$ cat src/rtl/shash_pkg.sv
// Shared types, constants and helpers for the SHA-256 stream hasher.
// Used by shash_sched, shash_round and sha256_stream_hasher_core; no dependencies.
package shash_pkg;

  typedef logic [31:0] word_t;
  typedef word_t [7:0] hash_t;

  // Input opcodes.
  localparam logic OP_ABSORB = 1'b0;
  localparam logic OP_FINISH = 1'b1;

  // Control from the sequencer to the message window and the round unit.
  typedef struct packed {
    logic       shift_byte;
    logic [7:0] byte_in;
    logic       start;
    logic       step;
    logic [5:0] round_idx;
  } shash_ctl_t;

  localparam hash_t INIT_H = {
    32'h5be0cd19, 32'h1f83d9ab, 32'h9b05688c, 32'h510e527f,
    32'ha54ff53a, 32'h3c6ef372, 32'hbb67ae85, 32'h6a09e667
  };

  function automatic word_t rotr(input word_t x, input int unsigned n);
    return (x >> n) | (x << (32 - n));
  endfunction

  function automatic word_t round_k(input logic [5:0] idx);
    word_t k;
    case (idx)
      6'd0:  k = 32'h428a2f98;  6'd1:  k = 32'h71374491;
      6'd2:  k = 32'hb5c0fbcf;  6'd3:  k = 32'he9b5dba5;
      6'd4:  k = 32'h3956c25b;  6'd5:  k = 32'h59f111f1;
      6'd6:  k = 32'h923f82a4;  6'd7:  k = 32'hab1c5ed5;
      6'd8:  k = 32'hd807aa98;  6'd9:  k = 32'h12835b01;
      6'd10: k = 32'h243185be;  6'd11: k = 32'h550c7dc3;
      6'd12: k = 32'h72be5d74;  6'd13: k = 32'h80deb1fe;
      6'd14: k = 32'h9bdc06a7;  6'd15: k = 32'hc19bf174;
      6'd16: k = 32'he49b69c1;  6'd17: k = 32'hefbe4786;
      6'd18: k = 32'h0fc19dc6;  6'd19: k = 32'h240ca1cc;
      6'd20: k = 32'h2de92c6f;  6'd21: k = 32'h4a7484aa;
      6'd22: k = 32'h5cb0a9dc;  6'd23: k = 32'h76f988da;
      6'd24: k = 32'h983e5152;  6'd25: k = 32'ha831c66d;
      6'd26: k = 32'hb00327c8;  6'd27: k = 32'hbf597fc7;
      6'd28: k = 32'hc6e00bf3;  6'd29: k = 32'hd5a79147;
      6'd30: k = 32'h06ca6351;  6'd31: k = 32'h14292967;
      6'd32: k = 32'h27b70a85;  6'd33: k = 32'h2e1b2138;
      6'd34: k = 32'h4d2c6dfc;  6'd35: k = 32'h53380d13;
      6'd36: k = 32'h650a7354;  6'd37: k = 32'h766a0abb;
      6'd38: k = 32'h81c2c92e;  6'd39: k = 32'h92722c85;
      6'd40: k = 32'ha2bfe8a1;  6'd41: k = 32'ha81a664b;
      6'd42: k = 32'hc24b8b70;  6'd43: k = 32'hc76c51a3;
      6'd44: k = 32'hd192e819;  6'd45: k = 32'hd6990624;
      6'd46: k = 32'hf40e3585;  6'd47: k = 32'h106aa070;
      6'd48: k = 32'h19a4c116;  6'd49: k = 32'h1e376c08;
      6'd50: k = 32'h2748774c;  6'd51: k = 32'h34b0bcb5;
      6'd52: k = 32'h391c0cb3;  6'd53: k = 32'h4ed8aa4a;
      6'd54: k = 32'h5b9cca4f;  6'd55: k = 32'h682e6ff3;
      6'd56: k = 32'h748f82ee;  6'd57: k = 32'h78a5636f;
      6'd58: k = 32'h84c87814;  6'd59: k = 32'h8cc70208;
      6'd60: k = 32'h90befffa;  6'd61: k = 32'ha4506ceb;
      6'd62: k = 32'hbef9a3f7;  6'd63: k = 32'hc67178f2;
    endcase
    return k;
  endfunction

endpackage

$ cat src/rtl/sha256_stream_hasher_core.sv
// SHA-256 stream hasher top level: sequencer, chain value, length counter and digest output.
// Depends on shash_pkg, shash_sched and shash_round.
//
//   channel | ports                                        | direction
//   in      | in_valid, in_stall, in_opcode, in_data_byte  | bytes and finish in
//   out     | out_valid, out_stall, out_digest_word,       | eight digest words out
//           | out_word_index, out_last_word                |
//
// An absorbed byte shifts straight into the block buffer; the 64th byte of a block also starts
// the rounds of the shared round unit, followed by a feed-forward step.
// A finish shifts in 64 - fill padding bytes (128 - fill when fill is 56 or more),
// one per cycle, runs one or two compressions, then offers eight words.
// in_stall is high whenever the sequencer is not idle, including while words are offered.
// out_stall holds the current word; the block restarts its chain after the eighth transfer.
// Reset is synchronous and active low and loads the initial hash values.
module sha256_stream_hasher_core (
  input  logic        clk,
  input  logic        rst_n,
  input  logic        in_valid,
  output logic        in_stall,
  input  logic        in_opcode,
  input  logic [7:0]  in_data_byte,
  output logic        out_valid,
  input  logic        out_stall,
  output logic [31:0] out_digest_word,
  output logic [2:0]  out_word_index,
  output logic        out_last_word
);
  import shash_pkg::*;

  localparam logic [2:0] ST_IDLE = 3'd0;
  localparam logic [2:0] ST_COMP = 3'd1;
  localparam logic [2:0] ST_FEED = 3'd2;
  localparam logic [2:0] ST_PAD  = 3'd3;
  localparam logic [2:0] ST_EMIT = 3'd4;

  localparam logic [5:0] LAST_POS  = 6'd63;
  localparam logic [5:0] LEN_POS   = 6'd56;
  localparam logic [5:0] LAST_RND  = 6'd63;
  localparam logic [2:0] LAST_WORD = 3'd7;

  logic [2:0]  state_r, state_nxt;
  logic [5:0]  fill_r, fill_nxt;
  logic [60:0] len_r, len_nxt;
  logic [5:0]  round_r, round_nxt;
  hash_t       chain_r, chain_nxt;
  logic        pad_act_r, pad_act_nxt;
  logic        pad_first_r, pad_first_nxt;
  logic        pad_final_r, pad_final_nxt;
  logic [2:0]  idx_r, idx_nxt;

  shash_ctl_t  ctl;
  word_t       w_cur;
  hash_t       v;
  logic        in_xfer;
  logic        out_xfer;
  logic [63:0] len_bits;
  logic [2:0]  len_sel;
  logic [7:0]  len_byte;
  logic [7:0]  pad_byte;

  assign in_stall  = (state_r != ST_IDLE);
  assign in_xfer   = in_valid & ~in_stall;
  assign out_valid = (state_r == ST_EMIT);
  assign out_xfer  = out_valid & ~out_stall;

  assign out_digest_word = chain_r[idx_r];
  assign out_word_index  = idx_r;
  assign out_last_word   = (idx_r == LAST_WORD);

  // Length bytes go out big-endian at block offsets 56 through 63.
  assign len_bits = {len_r, 3'b000};
  assign len_sel  = LAST_WORD - fill_r[2:0];
  assign len_byte = len_bits[{len_sel, 3'b000} +: 8];

  always_comb begin
    if (pad_first_r) begin
      pad_byte = 8'h80;
    end else if (pad_final_r && (fill_r >= LEN_POS)) begin
      pad_byte = len_byte;
    end else begin
      pad_byte = 8'h00;
    end
  end

  shash_sched u_sched (
    .clk   (clk),
    .ctl   (ctl),
    .w_cur (w_cur)
  );

  shash_round u_round (
    .clk   (clk),
    .ctl   (ctl),
    .chain (chain_r),
    .w_cur (w_cur),
    .v     (v)
  );

  always_comb begin
    state_nxt     = state_r;
    fill_nxt      = fill_r;
    len_nxt       = len_r;
    round_nxt     = round_r;
    chain_nxt     = chain_r;
    pad_act_nxt   = pad_act_r;
    pad_first_nxt = pad_first_r;
    pad_final_nxt = pad_final_r;
    idx_nxt       = idx_r;
    ctl           = '0;
    ctl.byte_in   = in_data_byte;
    ctl.round_idx = round_r;

    unique case (state_r)
      ST_IDLE: begin
        if (in_xfer) begin
          if (in_opcode == OP_ABSORB) begin
            ctl.shift_byte = 1'b1;
            fill_nxt       = fill_r + 6'd1;
            len_nxt        = len_r + 61'd1;
            if (fill_r == LAST_POS) begin
              ctl.start = 1'b1;
              round_nxt = '0;
              state_nxt = ST_COMP;
            end
          end else begin
            pad_act_nxt   = 1'b1;
            pad_first_nxt = 1'b1;
            pad_final_nxt = 1'b0;
            state_nxt     = ST_PAD;
          end
        end
      end
      ST_PAD: begin
        ctl.shift_byte = 1'b1;
        ctl.byte_in    = pad_byte;
        fill_nxt       = fill_r + 6'd1;
        pad_first_nxt  = 1'b0;
        // The length fits behind the 0x80 marker only if the marker lands before offset 56.
        if (pad_first_r && (fill_r < LEN_POS)) begin
          pad_final_nxt = 1'b1;
        end
        if (fill_r == LAST_POS) begin
          ctl.start = 1'b1;
          round_nxt = '0;
          state_nxt = ST_COMP;
        end
      end
      ST_COMP: begin
        ctl.step  = 1'b1;
        round_nxt = round_r + 6'd1;
        if (round_r == LAST_RND) begin
          state_nxt = ST_FEED;
        end
      end
      ST_FEED: begin
        for (int i = 0; i < 8; i++) begin
          chain_nxt[i] = chain_r[i] + v[i];
        end
        if (!pad_act_r) begin
          state_nxt = ST_IDLE;
        end else if (pad_final_r) begin
          idx_nxt   = '0;
          state_nxt = ST_EMIT;
        end else begin
          pad_final_nxt = 1'b1;
          state_nxt     = ST_PAD;
        end
      end
      ST_EMIT: begin
        if (out_xfer) begin
          idx_nxt = idx_r + 3'd1;
          if (idx_r == LAST_WORD) begin
            chain_nxt     = INIT_H;
            fill_nxt      = '0;
            len_nxt       = '0;
            pad_act_nxt   = 1'b0;
            pad_final_nxt = 1'b0;
            state_nxt     = ST_IDLE;
          end
        end
      end
      default: begin
        state_nxt = ST_IDLE;
      end
    endcase
  end

  always_ff @(posedge clk) begin
    if (!rst_n) begin
      state_r     <= ST_IDLE;
      fill_r      <= '0;
      len_r       <= '0;
      round_r     <= '0;
      chain_r     <= INIT_H;
      pad_act_r   <= 1'b0;
      pad_first_r <= 1'b0;
      pad_final_r <= 1'b0;
      idx_r       <= '0;
    end else begin
      state_r     <= state_nxt;
      fill_r      <= fill_nxt;
      len_r       <= len_nxt;
      round_r     <= round_nxt;
      chain_r     <= chain_nxt;
      pad_act_r   <= pad_act_nxt;
      pad_first_r <= pad_first_nxt;
      pad_final_r <= pad_final_nxt;
      idx_r       <= idx_nxt;
    end
  end

`ifndef SYNTHESIS
  a_full_block_compresses: assert property (@(posedge clk) disable iff (!rst_n)
    (in_xfer && (in_opcode == OP_ABSORB) && (fill_r == LAST_POS)) |=>
    (state_r == ST_COMP) && (round_r == 6'd0))
    else $error("full block did not start compression");

  a_rounds_end_in_feed: assert property (@(posedge clk) disable iff (!rst_n)
    ((state_r == ST_COMP) && (round_r == LAST_RND)) |=> (state_r == ST_FEED))
    else $error("compression did not end in feed-forward");

  a_emit_after_final: assert property (@(posedge clk) disable iff (!rst_n)
    out_valid |-> (pad_act_r && pad_final_r && (fill_r == 6'd0)))
    else $error("digest offered before the length block was compressed");

  a_restart_after_digest: assert property (@(posedge clk) disable iff (!rst_n)
    (out_xfer && out_last_word) |=>
    ((state_r == ST_IDLE) && (len_r == 61'd0) && (chain_r == INIT_H)))
    else $error("block did not restart after the last digest word");
`endif

endmodule

$ cat src/rtl/shash_sched.sv
// Block buffer and message schedule window: bytes shift in, then one schedule word per round.
// Depends on shash_pkg.
module shash_sched (
  input  logic                   clk,
  input  shash_pkg::shash_ctl_t  ctl,
  output shash_pkg::word_t       w_cur
);
  import shash_pkg::*;

  logic [511:0] blk_r;
  logic [511:0] blk_nxt;
  word_t        w1;
  word_t        w9;
  word_t        w14;
  word_t        s0;
  word_t        s1;
  word_t        w_new;

  // Word j of the window sits at blk_r[511-32*j -: 32]; word 0 is the oldest.
  assign w_cur = blk_r[511:480];
  assign w1    = blk_r[479:448];
  assign w9    = blk_r[223:192];
  assign w14   = blk_r[63:32];

  assign s0    = rotr(w1, 7) ^ rotr(w1, 18) ^ (w1 >> 3);
  assign s1    = rotr(w14, 17) ^ rotr(w14, 19) ^ (w14 >> 10);
  assign w_new = w_cur + s0 + w9 + s1;

  always_comb begin
    blk_nxt = blk_r;
    if (ctl.shift_byte) begin
      blk_nxt = {blk_r[503:0], ctl.byte_in};
    end else if (ctl.step) begin
      blk_nxt = {blk_r[479:0], w_new};
    end
  end

  always_ff @(posedge clk) begin
    blk_r <= blk_nxt;
  end

endmodule

$ cat src/rtl/shash_round.sv
// Working variables a..h and the shared compression round logic.
// Depends on shash_pkg.
module shash_round (
  input  logic                   clk,
  input  shash_pkg::shash_ctl_t  ctl,
  input  shash_pkg::hash_t       chain,
  input  shash_pkg::word_t       w_cur,
  output shash_pkg::hash_t       v
);
  import shash_pkg::*;

  hash_t v_r;
  hash_t v_nxt;
  word_t big0;
  word_t big1;
  word_t choose;
  word_t major;
  word_t t1;
  word_t t2;

  assign v = v_r;

  assign big1   = rotr(v_r[4], 6) ^ rotr(v_r[4], 11) ^ rotr(v_r[4], 25);
  assign choose = (v_r[4] & v_r[5]) ^ (~v_r[4] & v_r[6]);
  assign t1     = v_r[7] + big1 + choose + round_k(ctl.round_idx) + w_cur;
  assign big0   = rotr(v_r[0], 2) ^ rotr(v_r[0], 13) ^ rotr(v_r[0], 22);
  assign major  = (v_r[0] & v_r[1]) ^ (v_r[0] & v_r[2]) ^ (v_r[1] & v_r[2]);
  assign t2     = big0 + major;

  always_comb begin
    v_nxt = v_r;
    if (ctl.start) begin
      v_nxt = chain;
    end else if (ctl.step) begin
      v_nxt[7] = v_r[6];
      v_nxt[6] = v_r[5];
      v_nxt[5] = v_r[4];
      v_nxt[4] = v_r[3] + t1;
      v_nxt[3] = v_r[2];
      v_nxt[2] = v_r[1];
      v_nxt[1] = v_r[0];
      v_nxt[0] = t1 + t2;
    end
  end

  always_ff @(posedge clk) begin
    v_r <= v_nxt;
  end

endmodule
$ cat config.mk
export PLATFORM = sky130hd
export DESIGN_NAME = sha256_stream_hasher_core
export DESIGN_NICKNAME = d
export VERILOG_FILES = /design/src/rtl/shash_pkg.sv /design/src/rtl/sha256_stream_hasher_core.sv /design/src/rtl/shash_sched.sv /design/src/rtl/shash_round.sv
export SDC_FILE = /design/constraint.sdc
export NUM_CORES = 2
export LEC_CHECK = 0
export BUFFER_PORTS_ARGS = -buffer_cell sky130_fd_sc_hd__buf_2
export CORE_UTILIZATION = 40
export CTS_BUF_LIST = sky130_fd_sc_hd__clkbuf_16
export DETAILED_ROUTE_END_ITERATION = 10
export MAX_ROUTING_LAYER = met4
export PLACE_DENSITY = 0.53
export REMOVE_ABC_BUFFERS = 1
export SYNTH_ARGS = -nofsm -noshare
export SYNTH_HDL_FRONTEND = slang
export SYNTH_SLANG_ARGS = --single-unit
$ cat constraint.sdc
create_clock -name clk -period 34.9 [get_ports clk]
set_input_delay 6.98 -clock clk [delete_from_list [all_inputs] [get_ports clk]]
set_output_delay 6.98 -clock clk [all_outputs]
set_load 0.02 [all_outputs]
# Word-level counts from Yosys, hierarchy flattened
# Memories as Yosys holds them, arrays and structs flattened. A register that Yosys moved wholly into a read port is not among the register bits.
# Index checks and enable logic that the tools add are counted.
# W data, S select, Z words.
[totals]
regBits = 1106
romBits = 2048
inputBits = 13
output_inout_bits = 38
elab_cells = 181
n_memories = 1
[classes]
n_addsub = 23
n_lt_le_gt_ge = 3
eq_ne = 16
shift = 1
mux = 60
bitwise_logic = 31
reduce_logical = 21
[mem_list]
columns = ["name", "depth", "word_bits", "rd", "rd_ports_with_merged_regs", "write_ports", "line", "rtl"]
rows = [
  ["(name not given)", 64, 32, 1, 1, 0, "shash_pkg.sv:32", "case (idx)"],
]
[op_table]
columns = ["cell", "n"]
rows = [
  ["$mux W256", 4],
  ["$mux W512", 2],
  ["$add A32 B32 Y32", 18],
  ["$pmux W256 S2", 1],
  ["$xor A32 B32 Y32", 9],
  ["$mux W61", 4],
  ["$and A32 B32 Y32", 5],
  ["$pmux W61 S2", 1],
  ["$bmux W32 S3", 1],
  ["$shiftx A64 B7 Y8", 1],
  ["$add A61 B1 Y61 const B", 1],
  ["$mux W6", 9],
  ["$pmux W6 S3", 2],
  ["$mux W3", 11],
  ["$mux W32", 1],
  ["$not A32 Y32", 1],
  ["$or A10 B32 Y32", 1],
  ["$or A13 B32 Y32", 1],
  ["$or A14 B32 Y32", 1],
  ["$or A15 B32 Y32", 1],
  ["$or A19 B32 Y32", 1],
  ["$or A21 B32 Y32", 1],
  ["$or A25 B32 Y32", 1],
  ["$or A26 B32 Y32", 1],
  ["33 further kinds", 76],
]

# Longest topological paths before layout
[depth]
depth_word = 10
ltp_mapped = 34
mapped_depth_nobuf = 33

# Modules after synthesis
# Synthesis repeated with hierarchy kept, for this count alone.
[hier_totals]
hier_cells = 7197
area_unflattened_um2 = 75937.8
[modules_own_cells]
columns = ["module", "instances", "cells_each", "area_per_inst_um2", "seq_area_each_um2"]
rows = [
  ["sha256_stream_hasher_core", 1, 3172, 26730.6, 6766.5],
  ["shash_sched", 1, 1710, 25979.9, 15374.7],
  ["shash_round", 1, 2315, 23227.3, 7687.4],
]

# Worst setup path after synthesis
# Ideal clock, no wire load.
[synth_timing]
path_kind = "input port to flip-flop"
startpoint = "input in_opcode"
endpoint = "register u_sched.blk_r[0], enable pin"
setup_time_ns = 1.397
arrival_time_ns = 28.487
required_ns = 33.503
setup_slack_ns = 5.016
cell_stages = 4
path_buffers = 0
cell_sequence = "nand2b_1 nor2_1 nor2_1 nor2_1"
[synth_between]
elab_chain_cells = 4
[synth_rtl]
columns = ["item", "line", "rtl"]
rows = [
  ["start, declared", "sha256_stream_hasher_core.sv:21", "input logic in_opcode,"],
  ["$mux W1", "sha256_stream_hasher_core.sv:117", "if (in_opcode == OP_ABSORB) begin"],
  ["$mux W1", "sha256_stream_hasher_core.sv:116", "if (in_xfer) begin"],
  ["$pmux W1 S2", "sha256_stream_hasher_core.sv:114", "unique case (state_r)"],
  ["$reduce_bool A2 Y1 (no line)", "n/a", ""],
  ["end signal, assigned", "shash_sched.sv:39", "blk_r <= blk_nxt;"],
  ["end, declared", "shash_sched.sv:10", "logic [511:0] blk_r;"],
]
# Every way passes these cells.
# A chain may end at the register's enable or synchronous reset.

==> metrics.md <==
| Metric | Value |
|---|---|
| Post-detailed-route wirelength per cell | 24.5 µm |
| Capturing point of the worst reg2reg path | u_round.v[31] |
| Root buf cell | sky130_fd_sc_hd__clkbuf_16 |
| Hold Path Sink | chain_r[253] |
| Via Count | 56500 |
| Post-synth design cell area | 75000 µm² |
| Most used flip-flop cell after synthesis | sky130_fd_sc_hd__edfxtp_1 |
| Setup repair after global routing missed its margin | false |
| Standard-cell row count | 158 |
| Net total in the final layout | 7957 |
| Number of H-tree levels | 4 |
| Share of synthesized registers carrying an async set or reset | 0% |
| Ratio of final minimum period to clock period | 32.1% |
| Area share of the leading cell type in the synthesized netlist | 30.7% |
| Area grow syn2layout | 9.86% |
| Total gr overflow | 0 |
| Floorplan die area | 189000 µm² |
| Fill cells | 17800 |
| Critical path capture point type | register |
| Fraction of final layout cells with drive strength greater than 1 | 13.0% |
| Total routing usage reported by global routing | 25.8% |
| Post-synthesis sequential area ratio | 40.6% |
| Final Skew | 0.0404 ns |
| Final setup slack of the worst path | 23.69 ns |
| Clock Path Buffers | 3 |
| IO Port Bufs | 50 |
| Post-Place Worst Slack | 22.98 ns |
| Clock latency at the later pin of the worst-skew pair | 0.81 ns |
| Post-detailed-route DRC marker count | 0 |
| HPWL after detailed placement | 176 mm |
| Post-synth top area cell | sky130_fd_sc_hd__edfxtp_1 |
| Die height | 435 µm |
| Effective utilization at floorplan | 40.4% |
| Worst rel slew slack | 8.07% |
| Pin count of the biggest net entering global routing | 188 |
| Worst Setup Path Type | primary input to register |
| Number of cell instances on the worst register-to-register path | 32 |
| Flop2flop setup slack | 26.05 ns |
| Floorplan die width | 435 µm |
| Detailed Routing Iterations Pass 1 | 8 |
| Finished Layout Cells | 9957 |
| R2R Path Start | u_round.v[136] |
| Clock tree from TritonCTS | yes |
| Number of max-cap violations | 0 |
| Inserted Clock Buffers | 142 |
| Number of register bits inferred by synthesis | 1138 |
| Avg Synthesized Cell Area | 10.1 µm² |
| Post-CTS resize count | 0 |
| Vias in the first global route | 55700 |
| Worst hold-check path type | register to register |
| Vias per Instance | 5.67 |
| Run status | complete, no violations |
| Buffers inserted during post-CTS setup optimization | 0 |
| Worst min-delay path startpoint | chain_r[253] |
| Biggest area contributors in the synthesized netlist | sky130_fd_sc_hd__edfxtp_1 (31%), sky130_fd_sc_hd__dfxtp_1 (9.9%), sky130_fd_sc_hd__mux2_2 (7.8%), sky130_fd_sc_hd__ha_1 (6.6%), sky130_fd_sc_hd__fa_1 (5.2%) |
| Summed negative setup slack over all endpoints | 0 ns |
| Data arrival time at the worst-slack endpoint | 11.70 ns |
| Final Max Slew Viols | 0 |
| Transition time at the pin with the least slew margin | 1.36 ns |
| Startpoint Class | primary input |
| Number of setup violations in the final report | 0 |
| Clock slew at the register clock pins of the worst setup and hold paths | 0.06 ns |
| Final RePlAce weighted congestion | 0.985 |
| Number of nets with antenna violations after detailed routing | 0 |
| Total core area | 186000 µm² |
| Hold Path Stages | 2 |
| Cell count after synthesis | 7451 |
| Post-CTS Hold Fix Bufs | 0 |
| Aggregate routed wire length | 244 mm |
| Achievable clock frequency | 89.2 MHz |
| Number of synthesized flops with an enable pin | 768 |
| Global-route wire length before repair | 359 mm |
| Utilization after layout | 44.4% |
| Number of sinks driven by the clock tree | 1138 |
| Initial antenna violation count | 4 |
| CP required | 35.39 ns |
| Number of cells in the design after placement | 9691 |
| Total count of hold-check failures in the final report | 0 |
| Library cells used by synthesis | 99 |
| Count of yosys warnings during synthesis | 0 |
| Number of top-level pins | 51 |
| First DRT Iteration DRCs | 4867 |
| Clock period minus worst slack | 11.21 ns |
| Highest net fanout along the worst path | 79 |
## cells by family after synthesis
kind of cell	synth area share, %
AO/OA/AOI/OAI	14.2
buffers and inverters	4.00
AND/OR/NAND/NOR	11.6
multiplexers	10.7
XOR/XNOR	7.14
adder cells (fa/ha/maj)	11.8
flip-flops	40.6
## layout make-up
type,instances,area (µm²),share of cell area (%)
multi-input cells,5517,41700,50.6
flip-flops and latches,1138,30500,37.0
clock buffers,142,3550,4.31
well taps,2480,3100,3.76
inverters,429,1610,1.96
clock inverters,122,1100,1.33
repair buffers,127,893,1.08
diodes,2,5.00,0.00607
## worst max path at each step
stage,startpoint,end,slack (ns),depth (start not counted)
after floorplan,in_opcode,u_round.v[129],-20.77,5
after global placement,in_opcode,u_round.v[140],23.07,9
after detailed placement,in_opcode,u_round.v[141],22.98,9
after CTS,in_opcode,u_round.v[145],23.85,9
after global routing,in_opcode,u_round.v[145],23.47,9
final,in_opcode,u_round.v[145],23.69,9
## through the flow
| stage | area [µm²] | hold slack, ns |
|---|---|---|
| 5_1_grt | 82500 | 0.519 |
| 3_5_place_dp | 77800 | 0.481 |
| 2_1_floorplan | 73700 | 0.442 |
| 4_1_cts | 82400 | 0.489 |
| 6_report | 82500 | 0.487 |
| 3_3_place_gp | 77800 | 0.473 |
## synth_stat cells, drive strengths merged, types with 9 or more instances
library cell,number
and4,12
fa,195
a21boi,22
mux2,521
o21bai,52
a21oi,427
or2,17
o22ai,83
nand2b,65
nand4,24
nand3,109
dfxtp,370
nand2,994
xor2,215
a311oi,11
mux2i,39
mux4,78
o31a,9
clkbuf,326
a21o,203
buf,40
inv,428
a211oi,46
o211ai,43
a211o,13
xnor2,397
o41ai,9
and2,24
edfxtp,768
a221oi,17
o311ai,12
nor2,479
or3,51
a2111oi,9
a31oi,61
o31ai,30
ha,394
a22oi,61
nor3,100
nor2b,39
o21a,68
o21ai,396
nor4,16
and3,44
o2111ai,9
## flip-flops by register name (all words and copies together) (netlist names), named ones only
| register | flops |
|---|---|
| u_sched.blk_r | 512 |
| chain_r | 256 |
| u_round.v | 256 |
| len_r | 61 |
| fill_r | 6 |
| round_r | 6 |
| out_word_index | 3 |
| state_r | 3 |
| pad_act_r | 1 |
| pad_final_r | 1 |
| pad_first_r | 1 |
## routing by layer
layer / track usage (%) / vias up / part of all wire, %
met5: - / - / 0
met1: 33.0 / 27900 / 43
met2: 41.5 / 1729 / 47
met3: 2.85 / 387 / 5.2
met4: 11.0 / 0 / 4.5
li1: - / 26500 / -
## critical path, stage by stage
cell and delay (ns):
sky130_fd_sc_hd__buf_2 0.12, sky130_fd_sc_hd__inv_1 0.06, sky130_fd_sc_hd__nand3_1 0.11, sky130_fd_sc_hd__a21oi_4 0.82, sky130_fd_sc_hd__and2_4 0.81, sky130_fd_sc_hd__buf_4 0.86
sky130_fd_sc_hd__buf_4 0.63, sky130_fd_sc_hd__buf_4 0.77, sky130_fd_sc_hd__o21ai_0 0.21
## cells in the final DEF (no fill, tap or decap), types with 65 or more instances in the layout
cell,instances
sky130_fd_sc_hd__nor3_1,99
sky130_fd_sc_hd__o22ai_1,83
sky130_fd_sc_hd__o21a_1,68
sky130_fd_sc_hd__ha_1,394
sky130_fd_sc_hd__buf_4,73
sky130_fd_sc_hd__xnor2_1,397
sky130_fd_sc_hd__nor2_1,473
sky130_fd_sc_hd__mux4_2,78
sky130_fd_sc_hd__nand3_1,109
sky130_fd_sc_hd__inv_1,454
sky130_fd_sc_hd__mux2_2,521
sky130_fd_sc_hd__fa_1,195
sky130_fd_sc_hd__a21o_1,203
sky130_fd_sc_hd__edfxtp_1,768
sky130_fd_sc_hd__nand2_1,990
sky130_fd_sc_hd__a21oi_1,426
sky130_fd_sc_hd__o21ai_1,131
sky130_fd_sc_hd__nand2b_1,65
sky130_fd_sc_hd__xor2_1,215
sky130_fd_sc_hd__clkbuf_16,142
sky130_fd_sc_hd__o21ai_0,261
sky130_fd_sc_hd__dfxtp_1,367
Power is left out: the tool's default activity adds up to more than one toggle a clock period on the data nets, which glitch-free logic cannot reach.
